===== src/hdl/h2dfs_pkg.sv =====
// Shared types and constants for the streaming 2D Haar forward transform.
`timescale 1ns / 1ps
`default_nettype none

package h2dfs_pkg;

  localparam int PIXEL_W      = 16;
  localparam int COEFF_W      = 18;
  localparam int CFG_W        = 13;
  localparam int CFG_INDEX_W  = 8;
  localparam int ROW_W        = 12;
  localparam int HEIGHT_W     = 13;
  localparam int HEIGHT_LIMIT = 4096;
  localparam int FIFO_DEPTH   = 4;

  // configuration register indexes
  localparam logic [CFG_INDEX_W-1:0] REG_IMAGE_WIDTH  = CFG_INDEX_W'(0);
  localparam logic [CFG_INDEX_W-1:0] REG_IMAGE_HEIGHT = CFG_INDEX_W'(1);

  localparam logic [CFG_W-1:0] IMAGE_WIDTH_RESET  = CFG_W'(512);
  localparam logic [CFG_W-1:0] IMAGE_HEIGHT_RESET = CFG_W'(512);

  typedef logic signed [PIXEL_W-1:0] pixel_t;
  typedef logic signed [COEFF_W-1:0] coeff_t;

  // one complete 2x2 block: a upper left, b upper right, c lower left, d lower right
  typedef struct packed {
    pixel_t a;
    pixel_t b;
    pixel_t c;
    pixel_t d;
    logic   last;
  } block_t;

endpackage

`default_nettype wire


===== src/hdl/h2dfs_fifo.sv =====
// Short block queue between front end and coefficient stage.
`timescale 1ns / 1ps
`default_nettype none

module h2dfs_fifo (
  input  wire                clk_i,
  input  wire                rst_ni,
  input  wire                push_valid_i,
  output logic               push_ready_o,
  input  h2dfs_pkg::block_t  push_data_i,
  output logic               pop_valid_o,
  input  wire                pop_ready_i,
  output h2dfs_pkg::block_t  pop_data_o
);

  localparam int DEPTH = h2dfs_pkg::FIFO_DEPTH;
  localparam int PTR_W = $clog2(DEPTH);
  localparam int CNT_W = $clog2(DEPTH + 1);

  h2dfs_pkg::block_t store_q [DEPTH];
  logic [PTR_W-1:0] wr_ptr_q, wr_ptr_d, rd_ptr_q, rd_ptr_d;
  logic [CNT_W-1:0] count_q, count_d;
  logic push, pop;

  assign push_ready_o = (count_q != CNT_W'(DEPTH));
  assign pop_valid_o  = (count_q != '0);
  assign push         = push_valid_i && push_ready_o;
  assign pop          = pop_valid_o && pop_ready_i;
  assign pop_data_o   = store_q[rd_ptr_q];

  always_comb begin
    wr_ptr_d = push ? wr_ptr_q + PTR_W'(1) : wr_ptr_q;
    rd_ptr_d = pop ? rd_ptr_q + PTR_W'(1) : rd_ptr_q;
    count_d  = count_q;
    if (push && !pop) begin
      count_d = count_q + CNT_W'(1);
    end else if (pop && !push) begin
      count_d = count_q - CNT_W'(1);
    end
  end

  always_ff @(posedge clk_i or negedge rst_ni) begin
    if (!rst_ni) begin
      wr_ptr_q <= '0;
      rd_ptr_q <= '0;
      count_q  <= '0;
    end else begin
      wr_ptr_q <= wr_ptr_d;
      rd_ptr_q <= rd_ptr_d;
      count_q  <= count_d;
    end
  end

  always_ff @(posedge clk_i) begin
    if (push) begin
      store_q[wr_ptr_q] <= push_data_i;
    end
  end

  a_count_bound: assert property (@(posedge clk_i) disable iff (!rst_ni)
    count_q <= CNT_W'(DEPTH))
    else $error("queue fill exceeds depth");

endmodule

`default_nettype wire


===== config.mk =====
export PLATFORM = sky130hd
export DESIGN_NAME = h2dfs_fifo
export DESIGN_NICKNAME = d
export VERILOG_FILES = /design/src/hdl/h2dfs_pkg.sv /design/src/hdl/h2dfs_fifo.sv
export SDC_FILE = /design/constraint.sdc
export NUM_CORES = 1
export LEC_CHECK = 0
export ABC_CLOCK_PERIOD_IN_PS = 3100
export BUFFER_PORTS_ARGS = -buffer_cell sky130_fd_sc_hd__buf_2
export CORE_AREA = 2 2 135 137
export DETAILED_ROUTE_END_ITERATION = 7
export DIE_AREA = 0 0 137 139
export GPL_TIMING_DRIVEN = 0
export HOLD_SLACK_MARGIN = 0.05
export PLACE_DENSITY = 0.84
export REMOVE_ABC_BUFFERS = 1
export SKIP_CTS_REPAIR_TIMING = 1
export SLEW_MARGIN = 10
export SYNTH_ARGS = -nofsm -noshare
export SYNTH_HDL_FRONTEND = slang
export SYNTH_SLANG_ARGS = --single-unit

===== constraint.sdc =====
create_clock -name clk_i -period 3.1 [get_ports clk_i]
set_clock_uncertainty 0.1 [all_clocks]
set_input_delay 0.31 -clock clk_i [delete_from_list [all_inputs] [get_ports clk_i]]
set_output_delay 0.31 -clock clk_i [all_outputs]
set_load 0.05 [all_outputs]

# After elaboration in Yosys (flattened, before gate mapping)
# Memory sizes are Yosys's and may differ from the RTL's.
# Cells that the tools add are included.
# W data, S select, Z words.
# totals
ff_bits,7
ramBits,260
input_bits,69
output_inout_bits,67
elab_cells,21
mem_count,1
# memory_table
name,depth,word_bits,rd,rd_ports_with_merged_regs,wr,line,text
store_q,4,65,1,0,1,h2dfs_fifo.sv:20,h2dfs_pkg::block_t store_q [DEPTH];
# op_classes
addsub,4
n_eq_ne,1
muxes,4
n_reduce_logical,8
# ops
cell,count
$mux W3,2
$add A2 B1 Y2 const B,2
$logic_and A1 B1 Y1,4
$add A3 B1 Y3 const B,1
$ne A3 B3 Y1 const B,1
$reduce_bool A3 Y1,1
$sub A3 B1 Y3 const B,1
$logic_not A1 Y1,2
$mux W1,2
$reduce_bool A2 Y1,1

# Logic depth before layout (Yosys ltp)
# Gate-level depths: netlist of the first run.
# depth
ltp_word,6
ltp_mapped,8
ltp_nobuf,8

# Least setup slack after synthesis of the first run
# Ideal clock, no wire load.
# synth_path
kind,flip-flop to flip-flop
from,register count_q[0]
to,memory store_q[0][0] (netlist bit) (enable)
setup_time_ns,0.430
t_arrival_ns,2.298
required_time_ns,2.570
path_slack_ns,0.272
path_stages_with_launch,4
n_path_buf,0
synth_period_minus_slack_ns,2.828
cell_sequence,dfrtp_1 nor2_1 a21boi_2 and2_1
# synth_between
elab_chain_cells,4
# synth_lines
item,line,text
"start, declared",h2dfs_fifo.sv:22,"logic [CNT_W-1:0] count_q, count_d;"
"start signal, assigned",h2dfs_fifo.sv:50,count_q <= count_d;
$ne A3 B3 Y1,h2dfs_fifo.sv:25,assign push_ready_o = (count_q != CNT_W'(DEPTH));
$logic_and A1 B1 Y1,h2dfs_fifo.sv:27,assign push = push_valid_i && push_ready_o;
net push,h2dfs_fifo.sv:23,"logic push, pop;"
$mux W1,h2dfs_fifo.sv:55,if (push) begin
$mux W1 (not written as such),h2dfs_fifo.sv:56,store_q[wr_ptr_q] <= push_data_i;
"end, declared",h2dfs_fifo.sv:20,
# The timed path passes the listed nets, and every way through them passes these cells.

==> reports/qor.csv, run 1 <==
metric,value,unit
finalHoldViolCount,0,
maxCapViolations,0,
antenna_found_initial,1,
core,17700,µm²
drtAntennaViolNets,0,
worstSetupEndpointType,output port,
syn_area_per_cell,26.2,µm²
synthesis.area,9820,µm²
cp.arrival,2.33,ns
crit-reg2reg-capture,count_q[2],
period_share,88.3,%
rows,49,
cts.sinks,267,
fmax,0.365,GHz
cp-start-kind,flip-flop,
clockBufferDepth,3,
fin_nets,671,
synth_top_area_share,79.5,%
seq_area_frac_synth,81.3,%
final_util,69.4,%
root_buffer,clkbuf_16,
status,"finished, final reports clean",
die_h,139,µm
peakVddDrop,908,µV
dpl_cell_area,10800,µm²
place.gp.congestion,0.692,
routed_wl,18100,µm
wl_per_cell,21.4,µm
syn2layout_area_growth,24.7,%
synth.area.top_cells,"edfxtp_1 79%, mux4_2 15%, dfrtp_1 1.8%",
slew_headroom,65.0,%
final_area,12200,µm²
fin_crit,2.74,ns
setup_viol,0,
dr.pass1.iters,4,
slew_violations,0,
dieArea,19000,µm²
drt-initial-drc-count,331,
hp-class,input port to async pin,
crit_required,2.69,ns
htreeDepth,1,
yosysTopAreaCell,edfxtp_1,
tightestPinTransition,0.525,ns
die_w,137,µm
remaining_drc_errors,0,
grt_pass1_wl,27000,µm
path_class,flip-flop to output port,
clk_pin_slew,0.06,ns
cts_tree,built,
rr_worst_depth,8,
rrSetupSlack,0.69,ns
portBuffers,135,
grt_start_max_net_pins,41,
overflow,0,
grt_pass1_vias,4956,
vias,4661,
rsz0062_at_grt,false,
initial_core_util,55.6,%
vias_per_cell,5.53,
worstPathMaxFanout,38,
powerDensity,1060,nW/µm²
dp_hpwl,10200,µm
io_pins,136,
yosysWarnings,0,
clock_latency,0.51,ns
postSynthCellCount,375,
leakage,4.25,nW
drive_above_1_share,40.9,%
ys_ff_latch,267,
cts_made_buffers,25,
r2r-start,count_q[0],
grtUsageTotal,18.7,%
synth.distinct_cells,20,
## how the worst max path moves through the flow
stage	startpoint	endpoint	slack, ns	cells past startpoint
floorplan	rd_ptr_q[0]	pop_data_o[0]	-0.76	1
finish	rd_ptr_q[0]	pop_data_o[26]	0.36	3
detailed placement	rd_ptr_q[0]	pop_data_o[62]	0.62	3
global route	rd_ptr_q[0]	pop_data_o[63]	0.22	3
CTS	rd_ptr_q[0]	pop_data_o[41]	0.05	3
global placement	rd_ptr_q[0]	pop_data_o[60]	-1.89	2
## per-layer routing
metal  global-route usage [%]  part of all wire, %
met4                     4.83                  1.7
met3                     3.91                  5.3
met5                        0                    0
met1                     24.2                   41
met2                     32.4                   52
## state kept, by name, summed over array words and instances, names as in the netlist
signal    count
store_q     260
wr_ptr_q      2
count_q       3
rd_ptr_q      2
## kinds of logic after synthesis
kind of cell    synth area share (%)
compound gates                 0.115
xor+xnor                       0.535
fa+ha+maj                      0.841
buf+inv                         1.60
flops                           81.3
mux                             15.1
simple gates                   0.522
## power breakdown
group	switching (W)	total, W	internal (W)	leakage (nW)
Combinational	0.00339	0.00501	0.00162	1.42
Sequential	0.000357	0.00514	0.00478	2.46
Clock	0.00121	0.00277	0.00156	0.370
Total	0.00496	0.0129	0.00796	4.25
## cells in the mapped netlist
master and number:
edfxtp_1 260, mux4_2 65, dfrtp_1 7, buf_2 5, ha_1 5, and2_1 4
buf_12 4, xnor2_1 4, buf_4 3, inv_1 3, clkbuf_1 2, mux2_2 2
nand2_1 2, nor2_1 2, xor2_1 2, a21boi_2 1, buf_6 1, fa_1 1
nand3_1 1, or3_1 1
## cells in the final DEF (no fill, tap or decap)
cell type,n
fa_1,1
nor2_1,2
nand2_1,2
buf_12,2
mux4_2,65
xor2_1,2
and2_4,4
clkinv_1,4
mux2_2,2
clkbuf_16,25
nand3_1,1
inv_1,3
diode_2,1
bufinv_16,1
a21boi_2,1
or3_1,1
ha_1,5
buf_2,135
dfrtp_1,5
clkinv_2,8
buf_16,5
dfrtp_4,2
xnor2_1,4
edfxtp_1,260
clkbuf_1,5
dlygate4sd3_1,67
inv_6,1
## worst max-delay path: stages (launching register included)
cell and delay [ns]:
dfrtp_4 0.67, buf_16 0.33, mux4_2 0.57, buf_2 0.23
## through the flow
| stage | hold slack [ns] | setup slack, ns | power (W) | TNS (ns) | instances |
|---|---|---|---|---|---|
| 6_report | 0.0619 | 0.362 | 0.0129 | 0 | 843 |
| 3_3_place_gp | 0.0399 | -1.89 | 0.00993 | -349.59 | 724 |
| 2_1_floorplan | -0.0856 | -0.762 | 0.00894 | -49.77 | 360 |
| 4_1_cts | -0.496 | 0.0532 | 0.0130 | 0 | 774 |
| 5_1_grt | 0.0690 | 0.218 | 0.0135 | 0 | 843 |
| 3_5_place_dp | 0.0549 | 0.620 | 0.0102 | 0 | 730 |
## layout make-up
cell class / instances / area, µm²
multi-input cells: 90 / 1690
diodes: 1 / 2.50
inverters: 3 / 11.3
clock inverters: 14 / 93.8
repair buffers: 209 / 1520
flip-flops and latches: 267 / 7990
clock buffers: 30 / 644
fillers: 1076 / 5410
well taps: 229 / 287
Power figures use the tool's default switching activity.
==> inputs of run 2 (changes only) <==
--- a/config.mk
+++ b/config.mk
@@ -5,14 +5,15 @@
 export SDC_FILE = /design/constraint.sdc
 export NUM_CORES = 1
 export LEC_CHECK = 0
-export ABC_CLOCK_PERIOD_IN_PS = 3100
+export ABC_CLOCK_PERIOD_IN_PS = 3300
 export BUFFER_PORTS_ARGS = -buffer_cell sky130_fd_sc_hd__buf_2
-export CORE_AREA = 2 2 135 137
+export CAP_MARGIN = 20
+export CORE_AREA = 2 2 130 132
 export DETAILED_ROUTE_END_ITERATION = 7
-export DIE_AREA = 0 0 137 139
+export DIE_AREA = 0 0 132 134
 export GPL_TIMING_DRIVEN = 0
 export HOLD_SLACK_MARGIN = 0.05
-export PLACE_DENSITY = 0.84
+export PLACE_DENSITY = 0.89
 export REMOVE_ABC_BUFFERS = 1
 export SKIP_CTS_REPAIR_TIMING = 1
 export SLEW_MARGIN = 10
==> constraint.sdc (replaced) <==
create_clock -name clk_i -period 3.3 [get_ports clk_i]
set_clock_uncertainty 0.1 [all_clocks]
set_input_delay 0.33 -clock clk_i [delete_from_list [all_inputs] [get_ports clk_i]]
set_output_delay 0.33 -clock clk_i [all_outputs]
set_load 0.05 [all_outputs]
==> run 2 against run 1 <==
Net effect:
- first-iteration DRC count is 18% lower
- largest cell class unchanged
- sequential power is 5.8% lower
- core utilization is 5.9 points higher
- critical endpoint is now pop_data_o[46]
- flip-flop and latch count stayed put
- total power is 5.3% lower
==> reports/qor.csv, run 2 (synthesis gave the netlist of run 1 again) <==
metric,value,unit
status,"finished, final reports clean",
path_class,flip-flop to output port,
cp.arrival,2.52,ns
clock_latency,0.51,ns
register_area,7990,µm²
fin_nets,671,
numPlacedInstances,721,
die_h,134,µm
root_buffer,clkbuf_16,
final_area,12300,µm²
hp-class,input port to async pin,
drtAntennaViolNets,0,
fin_crit,2.95,ns
fmax,0.339,GHz
core,16300,µm²
die_w,132,µm
wl_per_cell,22.6,µm
multi_input_area,1690,µm²
remaining_drc_errors,0,
overflow,0,
tightestPinTransition,0.584,ns
grt_start_max_net_pins,48,
initial_core_util,60.3,%
htreeDepth,1,
crit_required,2.87,ns
cts.sinks,267,
antenna_found_initial,0,
clk_pin_slew,0.06,ns
grt_pass1_vias,4724,
post-place-ws,0.832,ns
num_antenna_cells,0,
drive_above_1_share,40.3,%
fillers,885,
syn2layout_area_growth,24.8,%
cp-start-kind,flip-flop,
layout_commonest_cell,edfxtp_1,
largest_registers,"store_q x260, count_q x3",
period_share,89.4,%
drt-initial-drc-count,272,
place.gp.congestion,0.674,
grt_pass1_wl,26400,µm
portBuffers,135,
rows,47,
dp_hpwl,10200,µm
cts_tree,built,
clockBufferDepth,3,
routed_wl,18800,µm
dr.pass1.iters,4,
dieArea,17700,µm²
io_pins,136,
cts_made_buffers,26,
rsz0062_at_grt,false,
slew_violations,0,
worstPathMaxFanout,41,
vias_per_cell,5.60,
grtUsageTotal,19.5,%
vias,4677,
finalHoldViolCount,0,
slew_headroom,61.1,%
maxCapViolations,0,
whs,0.0989,ns
dpl_cell_area,10800,µm²
leakage,4.25,nW
setup_ws,0.351,ns
peakVddDrop,733,µV
largest_reg_flops,260,
powerDensity,997,nW/µm²
largest_register,store_q,
setup_viol,0,
worstSetupEndpointType,output port,
fin_cells,835,
final_cell_mix,"260 x edfxtp_1, 135 x buf_2, 67 x dlygate4sd3_1",
==> run 2: final cells by class <==
cell class              instances  area share [%]
well taps                     220            2.24
clock inverters                 9           0.459
repair buffers                208            12.3
flip-flops and latches        267            65.1
inverters                       3          0.0918
multi-input cells              90            13.8
clock buffers                  38            5.93
==> run 2: path summary, 6_finish.rpt <==
check / startpoint / end / slack (ns) / cells past startpoint
min in group clk_i: push_valid_i / wr_ptr_q[0] / 0.21 / 3
max in group asynchronous: rst_ni / rd_ptr_q[1] / 2.83 / 2
max: rd_ptr_q[0] / pop_data_o[46] / 0.35 / 3
min reg2reg: count_q[2] / count_q[2] / 0.44 / 1
max reg2reg: count_q[0] / count_q[2] / 0.97 / 8
min: rst_ni / rd_ptr_q[0] / 0.1 / 2
==> run 2: power by group <==
group,internal (W),leakage (nW),switching (W)
logic,0.00151,1.41,0.00319
registers,0.00449,2.46,0.000352
clock network,0.00153,0.373,0.00115
==> run 2: metrics by stage <==
stage | total power (W) | setup TNS, ns | util [%]
after global placement | 0.00947 | -278.09 | 65.3
after detailed placement | 0.00956 | 0 | 66.4
after global routing | 0.0127 | 0 | 75.3
final | 0.0122 | 0 | 75.3
after floorplan | 0.00840 | -37.87 | -
after CTS | 0.0122 | 0 | 71.2
==> run 2: per-layer routing <==
layer | wire, µm | GRT usage (%) | vias to the layer above
li1 | - | - | 2054
met1 | 7390 | 26.3 | 2414
met2 | 10100 | 33.3 | 175
met3 | 1030 | 4.12 | 34
met4 | 321 | 5.25 | 0
met5 | 0 | 0 | -
==> run 2: critical path: stages (launching register included) <==
cell and delay (ns):
dfrtp_4 0.80, buf_16 0.36, mux4_2 0.56, buf_2 0.23
==> inputs of run 3 (changes only) <==
--- a/config.mk
+++ b/config.mk
@@ -11,7 +11,6 @@
 export CORE_AREA = 2 2 130 132
 export DETAILED_ROUTE_END_ITERATION = 7
 export DIE_AREA = 0 0 132 134
-export GPL_TIMING_DRIVEN = 0
 export HOLD_SLACK_MARGIN = 0.05
 export PLACE_DENSITY = 0.89
 export REMOVE_ABC_BUFFERS = 1
==> constraint.sdc (replaced) <==
create_clock -name clk_i -period 3.3 [get_ports clk_i]
set_clock_uncertainty 0.1 [all_clocks]
set_input_delay 0 -clock clk_i [delete_from_list [all_inputs] [get_ports clk_i]]
set_output_delay 0 -clock clk_i [all_outputs]
set_load 0.05 [all_outputs]
==> run 3 against run 2 <==
Net effect:
- die area is the same
- sequential share of layout area about the same
- maximum frequency is 14% higher
- wire length fell by 3.0%
- register-to-register slack hardly changed
- combinational power is 3% lower
- global-route usage increased by 0.072 points
- sequential power increased by 2%
- largest cell class unchanged
==> reports/qor.csv, run 3 (synthesis gave the netlist of run 1 again) <==
metric,value,unit
status,"finished, final reports clean",
powerDensity,996,nW/µm²
drt-initial-drc-count,322,
r2r-start,count_q[1],
overflow,0,
clock_latency,0.51,ns
post-place-ws,1.03,ns
finalHoldViolCount,0,
drtAntennaViolNets,0,
root_buffer,clkbuf_16,
path_delay_family,flip-flops,
fin_crit,2.59,ns
slew_headroom,34.8,%
grtUsageTotal,19.6,%
cp.arrival,2.49,ns
grt_use_met2,34.9,%
rows,47,
rrSetupSlack,0.96,ns
slowest_delay,0.80,ns
layout_commonest_cell,edfxtp_1,
numPlacedInstances,722,
crit_start,rd_ptr_q[0],
drive_above_1_share,41.2,%
dp_hpwl,10300,µm
place.gp.congestion,0.724,
setup_ws,0.712,ns
cts_tree,built,
slew_violations,0,
vias,4691,
initial_core_util,60.3,%
fin_cells,837,
core,16300,µm²
io_pins,136,
routed_wl,18300,µm
use_met3,4.35,%
crit_cells,3,
leakage,4.26,nW
final_util,75.3,%
fin_nets,674,
met1_usage,25.1,%
largest_registers,"store_q x260, count_q x3",
crit_required,3.20,ns
maxCapViolations,0,
rr_worst_depth,8,
final_cell_mix,"260 x edfxtp_1, 135 x buf_2, 69 x dlygate4sd3_1",
crit_buf_inv,2,
fmax,0.386,GHz
whs,0.133,ns
endpoint,pop_data_o[2],
cp_cell_sequence,"buf_4, mux4_2, buf_2",
tightestPinTransition,0.977,ns
grt_start_max_net_pins,67,
worstSetupEndpointType,output port,
final_area,12300,µm²
cp-start-kind,flip-flop,
antenna_found_initial,1,
setup_viol,0,
hp-class,input port to flip-flop,
dpl_cell_area,10800,µm²
remaining_drc_errors,0,
peakVddDrop,797,µV
syn2layout_area_growth,24.8,%
die_w,132,µm
dr.pass1.iters,5,
crit-reg2reg-capture,count_q[2],
vias_per_cell,5.60,
path_class,flip-flop to output port,
clockBufferDepth,3,
wl_per_cell,21.8,µm
num_antenna_cells,0,
cts_made_buffers,26,
cpMaxStageDelayCell,dfrtp_4,
portBuffers,135,
largest_reg_flops,260,
largest_register,store_q,
htreeDepth,1,
clk_pin_slew,0.06,ns
worstPathMaxFanout,28,
dieArea,17700,µm²
period_share,78.4,%
grt_pass1_vias,4713,
grt_pass1_wl,26200,µm
rsz0062_at_grt,false,
cts.sinks,267,
die_h,134,µm
top_usage_layer,met2,
run 3: cell types whose count changed in the layout (fill, tap and decap cells not counted), sizes merged:
cell         delta
clkbuf          -2
dlygate4sd3     +2
buf             +1
clkinv          +1
run 3: report_power, final:
| group | switching (W) | internal [W] | total, W |
|---|---|---|---|
| logic | 0.00306 | 0.00148 | 0.00454 |
| registers | 0.000456 | 0.00449 | 0.00494 |
| clock network | 0.00113 | 0.00160 | 0.00273 |
run 3: final cells by class:
| cell class | instances | area [µm²] |
|---|---|---|
| clock buffers | 36 | 759 |
| repair buffers | 211 | 1480 |
| multi-input cells | 90 | 1690 |
| fillers | 858 | 4030 |
| clock inverters | 10 | 50.0 |
| flip-flops and latches | 267 | 7990 |
| inverters | 3 | 11.3 |
| well taps | 220 | 275 |
run 3: worst min-delay path by stage:
stage / from / end / cells past startpoint
finish: push_data_i[26] / store_q[0][26] / 2
global route: push_data_i[37] / store_q[0][37] / 2
CTS: rst_ni / count_q[2] / 1
detailed placement: rst_ni / count_q[2] / 1
global placement: rst_ni / count_q[0] / 1
floorplan: rst_ni / count_q[0] / 0
run 3: metrics by stage:
step	power (W)	setup TNS [ns]
3_5_place_dp	0.00952	0
4_1_cts	0.0123	0
6_report	0.0122	0
2_1_floorplan	0.00840	-16.42
5_1_grt	0.0127	0
3_3_place_gp	0.00939	0
run 3: routing by layer:
metal | vias to the layer above | wire length, µm
met3 | 35 | 890
li1 | 2047 | -
met5 | - | 13
met1 | 2439 | 6980
met2 | 168 | 10000
met4 | 2 | 372
