### src/hdl/h2dfs_pkg.sv
// Shared types and constants for the streaming 2D Haar forward transform.
`timescale 1ns / 1ps
`default_nettype none

package h2dfs_pkg;

  localparam int PIXEL_W      = 16;
  localparam int COEFF_W      = 18;
  localparam int CFG_W        = 13;
  localparam int CFG_INDEX_W  = 8;
  localparam int ROW_W        = 12;
  localparam int HEIGHT_W     = 13;
  localparam int HEIGHT_LIMIT = 4096;
  localparam int FIFO_DEPTH   = 4;

  // configuration register indexes
  localparam logic [CFG_INDEX_W-1:0] REG_IMAGE_WIDTH  = CFG_INDEX_W'(0);
  localparam logic [CFG_INDEX_W-1:0] REG_IMAGE_HEIGHT = CFG_INDEX_W'(1);

  localparam logic [CFG_W-1:0] IMAGE_WIDTH_RESET  = CFG_W'(512);
  localparam logic [CFG_W-1:0] IMAGE_HEIGHT_RESET = CFG_W'(512);

  typedef logic signed [PIXEL_W-1:0] pixel_t;
  typedef logic signed [COEFF_W-1:0] coeff_t;

  // one complete 2x2 block: a upper left, b upper right, c lower left, d lower right
  typedef struct packed {
    pixel_t a;
    pixel_t b;
    pixel_t c;
    pixel_t d;
    logic   last;
  } block_t;

endpackage

`default_nettype wire

### src/hdl/h2dfs_back.sv
// Back end: butterfly sums of one 2x2 block into a registered output word.
`timescale 1ns / 1ps
`default_nettype none

module h2dfs_back (
  input  wire                clk_i,
  input  wire                rst_ni,
  input  wire                blk_valid_i,
  output logic               blk_ready_o,
  input  h2dfs_pkg::block_t  blk_i,
  output logic               out_valid_o,
  input  wire                out_ready_i,
  output h2dfs_pkg::coeff_t  ll_o,
  output h2dfs_pkg::coeff_t  lh_o,
  output h2dfs_pkg::coeff_t  hl_o,
  output h2dfs_pkg::coeff_t  hh_o,
  output logic               last_o
);

  localparam int CWD = h2dfs_pkg::COEFF_W;

  logic out_valid_q, out_valid_d;
  h2dfs_pkg::coeff_t ll_q, lh_q, hl_q, hh_q;
  h2dfs_pkg::coeff_t a, b, c, d;
  h2dfs_pkg::coeff_t s_ab, d_ab, s_cd, d_cd;
  logic last_q;
  logic load;

  assign blk_ready_o = !out_valid_q || out_ready_i;
  assign load        = blk_valid_i && blk_ready_o;

  assign a = CWD'(blk_i.a);
  assign b = CWD'(blk_i.b);
  assign c = CWD'(blk_i.c);
  assign d = CWD'(blk_i.d);

  // top/bottom pair sums and differences first, then combine
  assign s_ab = a + b;
  assign d_ab = a - b;
  assign s_cd = c + d;
  assign d_cd = c - d;

  always_comb begin
    out_valid_d = out_valid_q;
    if (load) begin
      out_valid_d = 1'b1;
    end else if (out_ready_i) begin
      out_valid_d = 1'b0;
    end
  end

  always_ff @(posedge clk_i or negedge rst_ni) begin
    if (!rst_ni) begin
      out_valid_q <= 1'b0;
    end else begin
      out_valid_q <= out_valid_d;
    end
  end

  always_ff @(posedge clk_i) begin
    if (load) begin
      ll_q   <= s_ab + s_cd;
      lh_q   <= d_ab + d_cd;
      hl_q   <= s_ab - s_cd;
      hh_q   <= d_ab - d_cd;
      last_q <= blk_i.last;
    end
  end

  assign out_valid_o = out_valid_q;
  assign ll_o        = ll_q;
  assign lh_o        = lh_q;
  assign hl_o        = hl_q;
  assign hh_o        = hh_q;
  assign last_o      = last_q;

endmodule

`default_nettype wire

### config.mk
export PLATFORM = sky130hd
export DESIGN_NAME = h2dfs_back
export DESIGN_NICKNAME = d
export VERILOG_FILES = /design/src/hdl/h2dfs_pkg.sv /design/src/hdl/h2dfs_back.sv
export SDC_FILE = /design/constraint.sdc
export NUM_CORES = 1
export LEC_CHECK = 0
export BUFFER_PORTS_ARGS = -buffer_cell sky130_fd_sc_hd__buf_2
export CAP_MARGIN = 10
export CORE_MARGIN = 2
export CORE_UTILIZATION = 63
export CTS_BUF_LIST = sky130_fd_sc_hd__clkbuf_8 sky130_fd_sc_hd__clkbuf_16
export DETAILED_ROUTE_END_ITERATION = 8
export MAX_ROUTING_LAYER = met4
export PLACE_DENSITY = 0.95
export REMOVE_ABC_BUFFERS = 1
export SLEW_MARGIN = 0
export SYNTH_ARGS = -nofsm -noshare
export SYNTH_HDL_FRONTEND = slang
export SYNTH_SLANG_ARGS = --single-unit
export TNS_END_PERCENT = 100
### constraint.sdc
create_clock -name clk_i -period 6.2 [get_ports clk_i]
set_clock_uncertainty 0.05 [all_clocks]
set_input_delay 0.93 -clock clk_i [delete_from_list [all_inputs] [get_ports clk_i]]
set_output_delay 0.93 -clock clk_i [all_outputs]
set_load 0.02 [all_outputs]
Yosys cells after proc, flatten, opt, wreduce, memory -nomap -nowiden

Cells that the tools add are included.

Bits in registers: 74
Output and inout port bits: 75
Bits of input ports: 69

Reduce and logical (&&, ||, !) cells: 4
$add $sub $neg: 8
Multiplexer cells: 2

Operators with widths:

| operator                                       | number |
|---|---|
| 17-bit by 17-bit adder with 18-bit output      | 2 |
| 17-bit by 17-bit subtractor with 18-bit output | 2 |
| 16-bit by 16-bit adder with 17-bit output      | 2 |
| 16-bit by 16-bit subtractor with 17-bit output | 2 |
| 1-bit 2-to-1 mux                               | 2 |
| 2-bit nonzero test                             | 1 |
| 1-bit logical AND                              | 1 |
| 1-bit zero test                                | 1 |
| 1-bit logical OR                               | 1 |

Depth between registers and ports, before layout

Gate-level depths: netlist (run 1).

Depth in word-level cells: 4
Mapped depth: 17
Gate-level depth less buffers: 16

Worst setup path after synthesis (run 1)

OpenSTA, ideal clock, no wires.

Path type: input to register
Start point: input port blk_i[38] in the netlist's numbering
End point: register hl_q[15] (netlist: hl_o[15]) (data pin)
Library setup time: 261 ps
Slack: 1,522 ps
Required time: 5,889 ps
Data arrival time: 4,367 ps
Stages: 16
Path through: inv_1 ha_1 buf_2 nand2b_1 a21oi_1 a311oi_1 a21oi_1 or2_0 o311ai_1 ha_1 buf_6 or4_4 or3_4 a211oi_4 nor3_1 a311o_1

Longest elaborated chain between the ends: 2

Ends and longest elaborated chain:

| item                                           | line             | RTL |
|---|---|---|
| from (decl)                                    | h2dfs_back.sv:10 | `input h2dfs_pkg::block_t blk_i,` |
| 16-bit by 16-bit adder with 17-bit output      | h2dfs_back.sv:38 | `assign s_ab = a + b;` |
| 17-bit by 17-bit subtractor with 18-bit output | h2dfs_back.sv:64 | `hl_q <= s_ab - s_cd;` |
| to (signal assigned)                           | h2dfs_back.sv:64 |  |
| to (decl)                                      | h2dfs_back.sv:23 | `h2dfs_pkg::coeff_t ll_q, lh_q, hl_q, hh_q;` |

Every way passes these cells.
A chain may end at the register's enable or synchronous reset.

Worst setup path after layout (run 1)

Ends and elaborated chain as after synthesis.

==> metrics.md, run 1 <==
| Metric | Value |
|---|---|
| Status | complete, no violations |
| Core area | 13800 sq um |
| Yosys reg bits | 72 |
| Placed insts | 1305 |
| Mapped Avg Cell Area | 8.58 sq um |
| Crit Path Max Fanout | 10 |
| Maximum clock rate | 200 MHz |
| WS Path Type | primary input to flop |
| Setup crit end kind | flop |
| Seq pwr share | 0.234 |
| CTS Buffer Depth | 2 |
| Vias/cell | 6.19 |
| Multi-input gate area | 6050 sq um |
| First-pass GRT wire length | 36.5 mm |
| Number of flops mapped to enable cells by yosys | 71 |
| Tot Pwr | 3.64 mW |
| Yosys Warn Count | 0 |
| Clock power frac | 0.149 |
| Area grow syn2layout | 11.9% |
| Clock-pin slew on the worst setup and hold paths | 0.06 ns |
| # IOs | 144 |
| Remaining Overflow, GRT | 0 |
| Clock latency on the worst-skew pair | 0.34 ns |
| Top_reg_cell synth | edfxtp_1 |
| Post-DRT Antenna Nets | 0 |
| Slew Limit Fails | 0 |
| Final Hold Viols | 0 |
| Root Buffer | clkbuf_16 |
| Critical Path Start Type | primary input |
| Area occupied by registers | 2160 sq um |
| Die width | 122 microns |
| Starting Density | 0.642 |
| Net switching fraction of the power | 0.456 |
| Final wirelength | 23.3 mm |
| Non-filler cells, final | 1321 |
| Pleak | 4.43 nW |
| Post_cts resized | 0 |
| RSZ-0062 raised after global routing | no |
| Pre-CTS setup slack | 0.957 ns |
| Minimum clock period | 5.00 ns |
| Total GRT Usage | 0.319 |
| Number of distinct library cells after synthesis | 73 |
| Commonest non-fill, non-tap cells in the layout | buf_2 (143), ha_1 (132), inv_1 (102) |
| IO Port Bufs | 143 |
| Post-synthesis async set-or-reset flop share | 0.0139 |
| Logic pwr share | 0.618 |
| Setup repair bufs after CTS | 0 |
| Avg WL per Cell | 17.6 microns |
| Critical path required time | 6.24 ns |
| Setup TNS | 0 ns |
| Final Setup Violations | 0 |
| TritonCTS clock tree | done |
| Antenna violations before repair | 0 |
| Most common cell after layout, fill and taps aside | buf_2 |
| Fillers | 1113 |
| Initial DRC Count | 812 |
| Worst VDD drop | 0.187 mV |
| Vias in the first global route | 7703 |
| Residual DRC | 0 |
| Slew headroom | 0.393 |
| Ratio of cells with drive above 1 in the final layout | 0.156 |
| Final setup margin | 1.20 ns |
| Switching pwr | 1.66 mW |
| Worst-Margin Slew | 0.911 ns |
| Register area share after synthesis | 0.244 |
| Worst Path Arrival | 5.04 ns |
| CTS sink cnt | 72 |
| Cells after Synth | 1030 |
| Vias | 8171 |
| TritonRoute pass-1 iters | 5 |
| Post-Syn Area | 8840 sq um |
| Die H | 122 microns |
| Nets | 1345 |
| Num CTS Buffers | 9 |
| Die ar. | 15000 sq um |
| R2R depth | 3 |
| Tcrit/Tclk final | 0.806 |
| Row Count | 43 |
| Pin count of the biggest net entering global routing | 72 |
| Max Cap Viol | 0 |
| CTS Hold Bufs | 0 |
| H-tree depth | 3 |
| Pwr Density | 368 nW/um^2 |
| N_diodes | 0 |
| Power Internal | 1.98 mW |
| Dpl hpwl | 18.6 mm |
| Routability cong. | 0.974 |
| Hold Crit Class | primary input to async pin |
## area by class of cell
cell class,count,share of cell area
multi-input combinational,798,0.613
sequential,72,0.218
timing repair buffer,144,0.0732
inverter,111,0.0422
clock buffer,10,0.0242
tap,180,0.0228
clock inverter,6,0.00684
## layer usage
layer,GRT usage,part of all wire,up-vias,wire (microns)
met5,-,0,-,0
met4,0.124,0.035,0,805
met3,0.0316,0.061,72,1430
met2,0.546,0.49,372,11500
met1,0.389,0.41,3849,9580
li1,-,-,3878,-
## Yosys cell counts (6+ instances only)
cell type | count | share of area
nor3_1 | 31 | 0.018
inv_2 | 9 | 0.0038
o22ai_1 | 7 | 0.0050
o21a_1 | 10 | 0.0085
o21bai_1 | 15 | 0.013
o21ai_1 | 25 | 0.014
nor4_1 | 9 | 0.0064
nand4_1 | 11 | 0.0078
ha_1 | 132 | 0.19
nand2b_1 | 22 | 0.016
o21ai_0 | 22 | 0.012
xor2_1 | 31 | 0.031
a21o_1 | 16 | 0.014
o31a_1 | 7 | 0.0069
buf_2 | 8 | 0.0045
clkbuf_1 | 34 | 0.014
inv_1 | 102 | 0.043
o31ai_1 | 12 | 0.010
nand3_1 | 10 | 0.0057
o211ai_1 | 10 | 0.0085
nand2_1 | 40 | 0.017
edfxtp_1 | 71 | 0.24
nor2_1 | 71 | 0.030
and2_1 | 6 | 0.0042
a211oi_1 | 6 | 0.0051
or3_1 | 11 | 0.0078
a31oi_1 | 8 | 0.0057
xnor2_1 | 82 | 0.081
a211o_1 | 8 | 0.0079
a21oi_1 | 86 | 0.049
o311ai_1 | 6 | 0.0059
nor2b_1 | 20 | 0.014
fa_1 | 8 | 0.018
## per-stage QoR
step	cell area, sq um	util	hold slack [ns]
2_1_floorplan	8630	-	0.584
3_3_place_gp	9580	0.695	0.449
3_5_place_dp	9580	0.695	0.475
4_1_cts	9880	0.718	0.297
5_1_grt	9880	0.718	0.291
6_report	9880	0.718	0.298
## power by group through the flow
stage | combinational [mW] | clock (mW) | sequential [mW]
floorplan | 1.42 | 0 | 1.06
global placement | 2.14 | 0 | 0.854
detailed placement | 2.19 | 0 | 0.859
CTS | 2.21 | 0.541 | 0.852
global route | 2.44 | 0.562 | 0.865
finish | 2.25 | 0.541 | 0.851
## critical path, cell delays in order
cell and delay [ns]:
buf_2 0.09, inv_1 0.04, ha_1 0.47, nand2b_1 0.18, a21oi_1 0.07, a311oi_1 0.40
a21oi_1 0.15, or2_0 0.22, o311ai_1 0.49, ha_1 0.45, or4_4 0.46, or3_4 0.36
a211oi_4 0.29, nor3_1 0.09, a311o_1 0.33
## flip-flops by register name, summed over array words and instances, names as in the netlist
signal,cells
hh_o,18
ll_o,18
hl_o,17
lh_o,17
last_o,1
out_valid_o,1
## worst paths after layout
path / from / endpoint / slack, ns
max in group asynchronous: rst_ni / out_valid_o / 5.72
max: blk_i[38] / hl_o[15] / 1.20
max reg2reg: out_valid_o / hl_o[11] / 4.40
min in group clk_i: out_valid_o / out_valid_o / 0.49
min reg2reg: out_valid_o / out_valid_o / 0.49
min: rst_ni / out_valid_o / 0.30
## cells by family (layout without fill, tap and decap cells)
logic type / count (synthesis) / count (layout) / synth area share
compound gates: 285 / 285 / 0.216
simple gates: 255 / 255 / 0.147
mux: 5 / 5 / 0.00595
xor+xnor: 113 / 113 / 0.112
flops: 72 / 72 / 0.244
buf+inv: 160 / 271 / 0.0708
fa+ha+maj: 140 / 140 / 0.205
Note: power is estimated with default switching activity, not from simulation.
==> inputs of run 2 (changes only) <==
- CORE_UTILIZATION: 63 -> 53
- PLACE_DENSITY: 0.95 -> 0.89
- clock period: 6.2 -> 4.2 ns (I/O delays scaled with it)
==> metrics.md, run 2 (synthesized netlist as in run 1, its figures left out) <==
| Metric | Value |
|---|---|
| Slew headroom | 0.519 |
| Vias/cell | 5.70 |
| Setup crit end kind | flop |
| Vias in the first global route | 8389 |
| Remaining Overflow, GRT | 0 |
| Ratio of cells with drive above 1 in the final layout | 0.279 |
| RSZ-0062 raised after global routing | yes |
| Commonest non-fill, non-tap cells in the layout | buf_4 (177), buf_2 (143), ha_1 (131) |
| Residual DRC | 0 |
| R2R depth | 3 |
| Util after Layout | 0.689 |
| Critical path required time | 4.25 ns |
| Hold Crit Class | primary input to flop |
| TritonCTS clock tree | done |
| Antenna violations before repair | 0 |
| Final Hold Viols | 0 |
| Die H | 133 microns |
| Area grow syn2layout | 28.4% |
| Initial DRC Count | 666 |
| Starting Density | 0.537 |
| Non-filler cells, final | 1538 |
| Core area | 16500 sq um |
| Root Buffer | clkbuf_16 |
| Clock latency on the worst-skew pair | 0.35 ns |
| Pwr Density | 526 nW/um^2 |
| Crit path to | hl_o[15] |
| Routability cong. | 0.956 |
| Crit Path Max Fanout | 5 |
| Worst-Margin Slew | 0.721 ns |
| Die width | 133 microns |
| N_diodes | 0 |
| Post-DRT Antenna Nets | 0 |
| Dpl hpwl | 20.3 mm |
| Die ar. | 17700 sq um |
| H-tree depth | 3 |
| Setup TNS | 0 ns |
| Pre-CTS setup slack | -0.342 ns |
| Final Setup Violations | 0 |
| Vias | 8766 |
| Num CTS Buffers | 9 |
| Status | complete, no violations |
| Final wirelength | 25.4 mm |
| Post-route cell area | 11300 sq um |
| Tcrit/Tclk final | 0.981 |
| Final setup margin | 0.0786 ns |
| Worst path max stage delay | 0.52 ns |
| Critical path origin | blk_i[5] |
| Delay-heaviest family, CP | simple AND/OR/NAND/NOR gates |
| TritonRoute pass-1 iters | 5 |
| Pin count of the biggest net entering global routing | 43 |
| Critical path depth in cells | 15 |
| Max Cap Viol | 0 |
| Total GRT Usage | 0.289 |
| Placed insts | 1521 |
| Worst Path Buf+Inv | 2 |
| Slew Limit Fails | 0 |
| Clock-pin slew on the worst setup and hold paths | 0.06 ns |
| IO Port Bufs | 143 |
| Row Count | 47 |
| Avg WL per Cell | 16.5 microns |
| Critical Path Start Type | primary input |
| R2R Setup Slk | 2.05 ns |
| Worst R2R End | hl_o[14] |
| CP cell instances | buf_2 -> inv_1 -> ha_1 -> nor2b_1 -> nor2_1 -> o221a_2 -> a21boi_1 -> nor2_1 -> xnor2_1 -> ha_1 -> or4_4 -> or3_4 -> a211oi_4 -> nor3_1 -> a311o_1 |
| Nets | 1522 |
| CTS Buffer Depth | 2 |
| R2r startpoint | out_valid_o |
| Worst VDD drop | 0.296 mV |
| Min Hold Slack | 0.412 ns |
| Most common cell after layout, fill and taps aside | buf_4 |
| Pleak | 5.31 nW |
| # IOs | 144 |
| WS Path Type | primary input to flop |
| Minimum clock period | 4.12 ns |
| First-pass GRT wire length | 40.0 mm |
| Maximum clock rate | 243 MHz |
| Placed Area | 10900 sq um |
| Tot Pwr | 5.97 mW |
| CP max-delay cell | or4_4 |
| Worst Path Arrival | 4.17 ns |
| CTS sink cnt | 72 |
## run 2: per-layer routing
metal  vias to the layer above  share of wire  global-route usage
li1                       4235              -                   -
met1                      4077           0.41               0.343
met2                       359           0.49               0.499
met3                        95          0.058              0.0369
met4                         0          0.042               0.115
met5                         -              0                   -
## run 2: worst min-delay path by stage
stage	start	end	slack, ns	cells past startpoint
5_1_grt	blk_i[0]	last_o	0.41	1
3_3_place_gp	rst_ni	out_valid_o	0.35	1
2_1_floorplan	rst_ni	out_valid_o	0.28	0
3_5_place_dp	rst_ni	out_valid_o	0.36	1
4_1_cts	rst_ni	out_valid_o	0.001	1
6_report	blk_i[0]	last_o	0.41	1
## run 2: timing repair
item,in CTS,in global routing
resized for setup,0,16
endpoints found under the hold margin,0,1
setup buffers,0,0
hold buffers,0,1
endpoints found under the setup margin,0,13
## run 2: power by group
group          switching, mW  internal, mW
registers             0.0599          1.19
logic                   2.20          1.69
clock network          0.310         0.520
total                   2.56          3.41
## run 2: final cells by class
class / instances / area, sq um
sequential: 72 / 2160
multi-input combinational: 798 / 6120
fill: 1229 / 5120
timing repair buffer: 321 / 2050
inverter: 111 / 417
tap: 220 / 275
clock buffer: 9 / 225
clock inverter: 7 / 96.3
## run 2: worst register-to-register path, stage by stage (launching register included)
cell      delay (ns)
dfrtp_1         0.38
nand2b_1        0.13
and2_2          0.64
buf_4           0.57
==> inputs of run 3 (changes only) <==
- GPL_TIMING_DRIVEN: not set -> 0
==> metrics.md, run 3 (synthesized netlist as in run 1, its figures left out) <==
| Metric | Value |
|---|---|
| Fillers | 1289 |
| Worst R2R End | hl_o[10] |
| Critical path required time | 4.24 ns |
| Setup crit end kind | flop |
| Worst path max stage delay | 0.48 ns |
| R2r startpoint | out_valid_o |
| Starting Density | 0.537 |
| Most common cell after layout, fill and taps aside | buf_2 |
| Total GRT Usage | 0.261 |
| Critical path origin | blk_i[1] |
| Failing checks | setup timing |
| Hold Crit Class | primary input to flop |
| CP max-delay cell | or4_4 |
| R2R Setup Slk | 2.48 ns |
| Post-DRT Antenna Nets | 0 |
| IO Port Bufs | 143 |
| Crit Path Max Fanout | 5 |
| Minimum clock period | 4.23 ns |
| Initial DRC Count | 807 |
| Max Cap Viol | 0 |
| CTS Buffer Depth | 2 |
| Dpl hpwl | 17.7 mm |
| Avg WL per Cell | 17.2 microns |
| Maximum clock rate | 236 MHz |
| TritonRoute pass-1 iters | 7 |
| Post-route cell area | 10700 sq um |
| Nets | 1372 |
| Root Buffer | clkbuf_16 |
| Placed insts | 1344 |
| Setup TNS | -0.0569 ns |
| Status | finished, violations left |
| Ratio of cells with drive above 1 in the final layout | 0.244 |
| Antenna violations before repair | 0 |
| First-pass GRT wire length | 36.4 mm |
| Pwr Density | 529 nW/um^2 |
| Placed Area | 9620 sq um |
| Vias | 8250 |
| Clock latency on the worst-skew pair | 0.34 ns |
| Core area | 16500 sq um |
| CTS sink cnt | 72 |
| Tcrit/Tclk final | 1.01 |
| Worst-Margin Slew | 0.910 ns |
| Pin count of the biggest net entering global routing | 72 |
| Die ar. | 17700 sq um |
| Area grow syn2layout | 21.6% |
| Row Count | 47 |
| RSZ-0062 raised after global routing | yes |
| Min-Delay Path Depth | 1 |
| Vias/cell | 5.94 |
| H-tree depth | 3 |
| Final wirelength | 23.8 mm |
| Slew Limit Fails | 0 |
| Final Hold Viols | 0 |
| Worst Path Arrival | 4.27 ns |
| Commonest non-fill, non-tap cells in the layout | buf_2 (141), ha_1 (110), inv_1 (100) |
| Vias in the first global route | 7553 |
| WS Path Type | primary input to flop |
| Crit path to | hl_o[13] |
| CP cell instances | buf_4 -> ha_4 -> inv_2 -> fa_2 -> o21bai_4 -> a211oi_4 -> o21ai_2 -> a31oi_2 -> o21ai_2 -> xnor2_2 -> ha_4 -> or4_4 -> or3_4 -> a211oi_4 -> buf_4 -> nor3_1 -> xor2_1 |
| TritonCTS clock tree | done |
| Die width | 133 microns |
| N_diodes | 0 |
| Worst VDD drop | 0.266 mV |
| Pleak | 4.67 nW |
| Final setup margin | -0.0287 ns |
| Clock-pin slew on the worst setup and hold paths | 0.06 ns |
| R2R depth | 2 |
| Num CTS Buffers | 9 |
| Die H | 133 microns |
| Critical Path Start Type | primary input |
| Final Setup Violations | 2 |
| Remaining Overflow, GRT | 0 |
| Slew headroom | 0.393 |
| Routability cong. | 0.933 |
| Residual DRC | 0 |
| # IOs | 144 |
| Non-filler cells, final | 1388 |
run 3: cell count changes in the layout (fill, tap and decap cells not counted), sizes merged:
cell	before	now
buf	320	170
clkbuf	9	11
clkinv	1	3
clkinvlp	2	0
inv	113	111
run 3: worst max-delay path, delay by kind of cell:
kind	cells	cell delay, ns
adders and majority gates	3	0.82
AOI/OAI and AO/OA	6	1.22
and+or+nand+nor	3	0.95
xor gates and xnor gates	2	0.32
buffers and inverters	3	0.32
run 3: how the worst min path moves through the flow:
| stage | slack [ns] | end | from |
|---|---|---|---|
| 2_1_floorplan | 0.28 | out_valid_o | rst_ni |
| 3_3_place_gp | 0.35 | out_valid_o | rst_ni |
| 3_5_place_dp | 0.36 | out_valid_o | rst_ni |
| 4_1_cts | 0.002 | out_valid_o | rst_ni |
| 5_1_grt | 0.42 | last_o | blk_i[0] |
| 6_report | 0.42 | last_o | blk_i[0] |
run 3: per-stage QoR:
stage	total power [mW]	setup WS [ns]	hold WS [ns]	utilization
finish	5.69	-0.0287	0.421	0.653
global route	6.02	-0.124	0.420	0.653
CTS	5.43	-0.0354	0.00205	0.619
detailed placement	4.47	-0.924	0.360	0.584
global placement	4.41	-0.888	0.354	0.584
floorplan	3.66	-0.173	0.284	-
run 3: power by group:
group | total [mW] | internal [mW] | switching (mW)
Combinational | 3.58 | 1.43 | 2.15
Sequential | 1.25 | 1.20 | 0.0594
Clock | 0.848 | 0.551 | 0.297
Total | 5.69 | 3.18 | 2.51
run 3: cell type report:
class	count	area, sq um	share of cell area
clock inverters	5	78.8	0.00734
inverters	111	419	0.0390
multi-input cells	798	6620	0.617
well taps	220	275	0.0256
flip-flops and latches	72	2160	0.201
clock buffers	11	253	0.0235
repair buffers	171	937	0.0872
run 3: repair_timing:
action                                  in CTS  in global routing
pin swaps                                    7                 29
hold buffers                                 0                  1
resized for setup                           37                 73
hold endpoints to repair                     0                  1
setup buffers                                5                 22
endpoints found under the setup margin      16                 20
run 3: routing by layer:
metal,track usage,routed length [microns]
met1,0.332,9980
met2,0.427,11600
met3,0.0270,1380
met4,0.110,884
met5,-,0
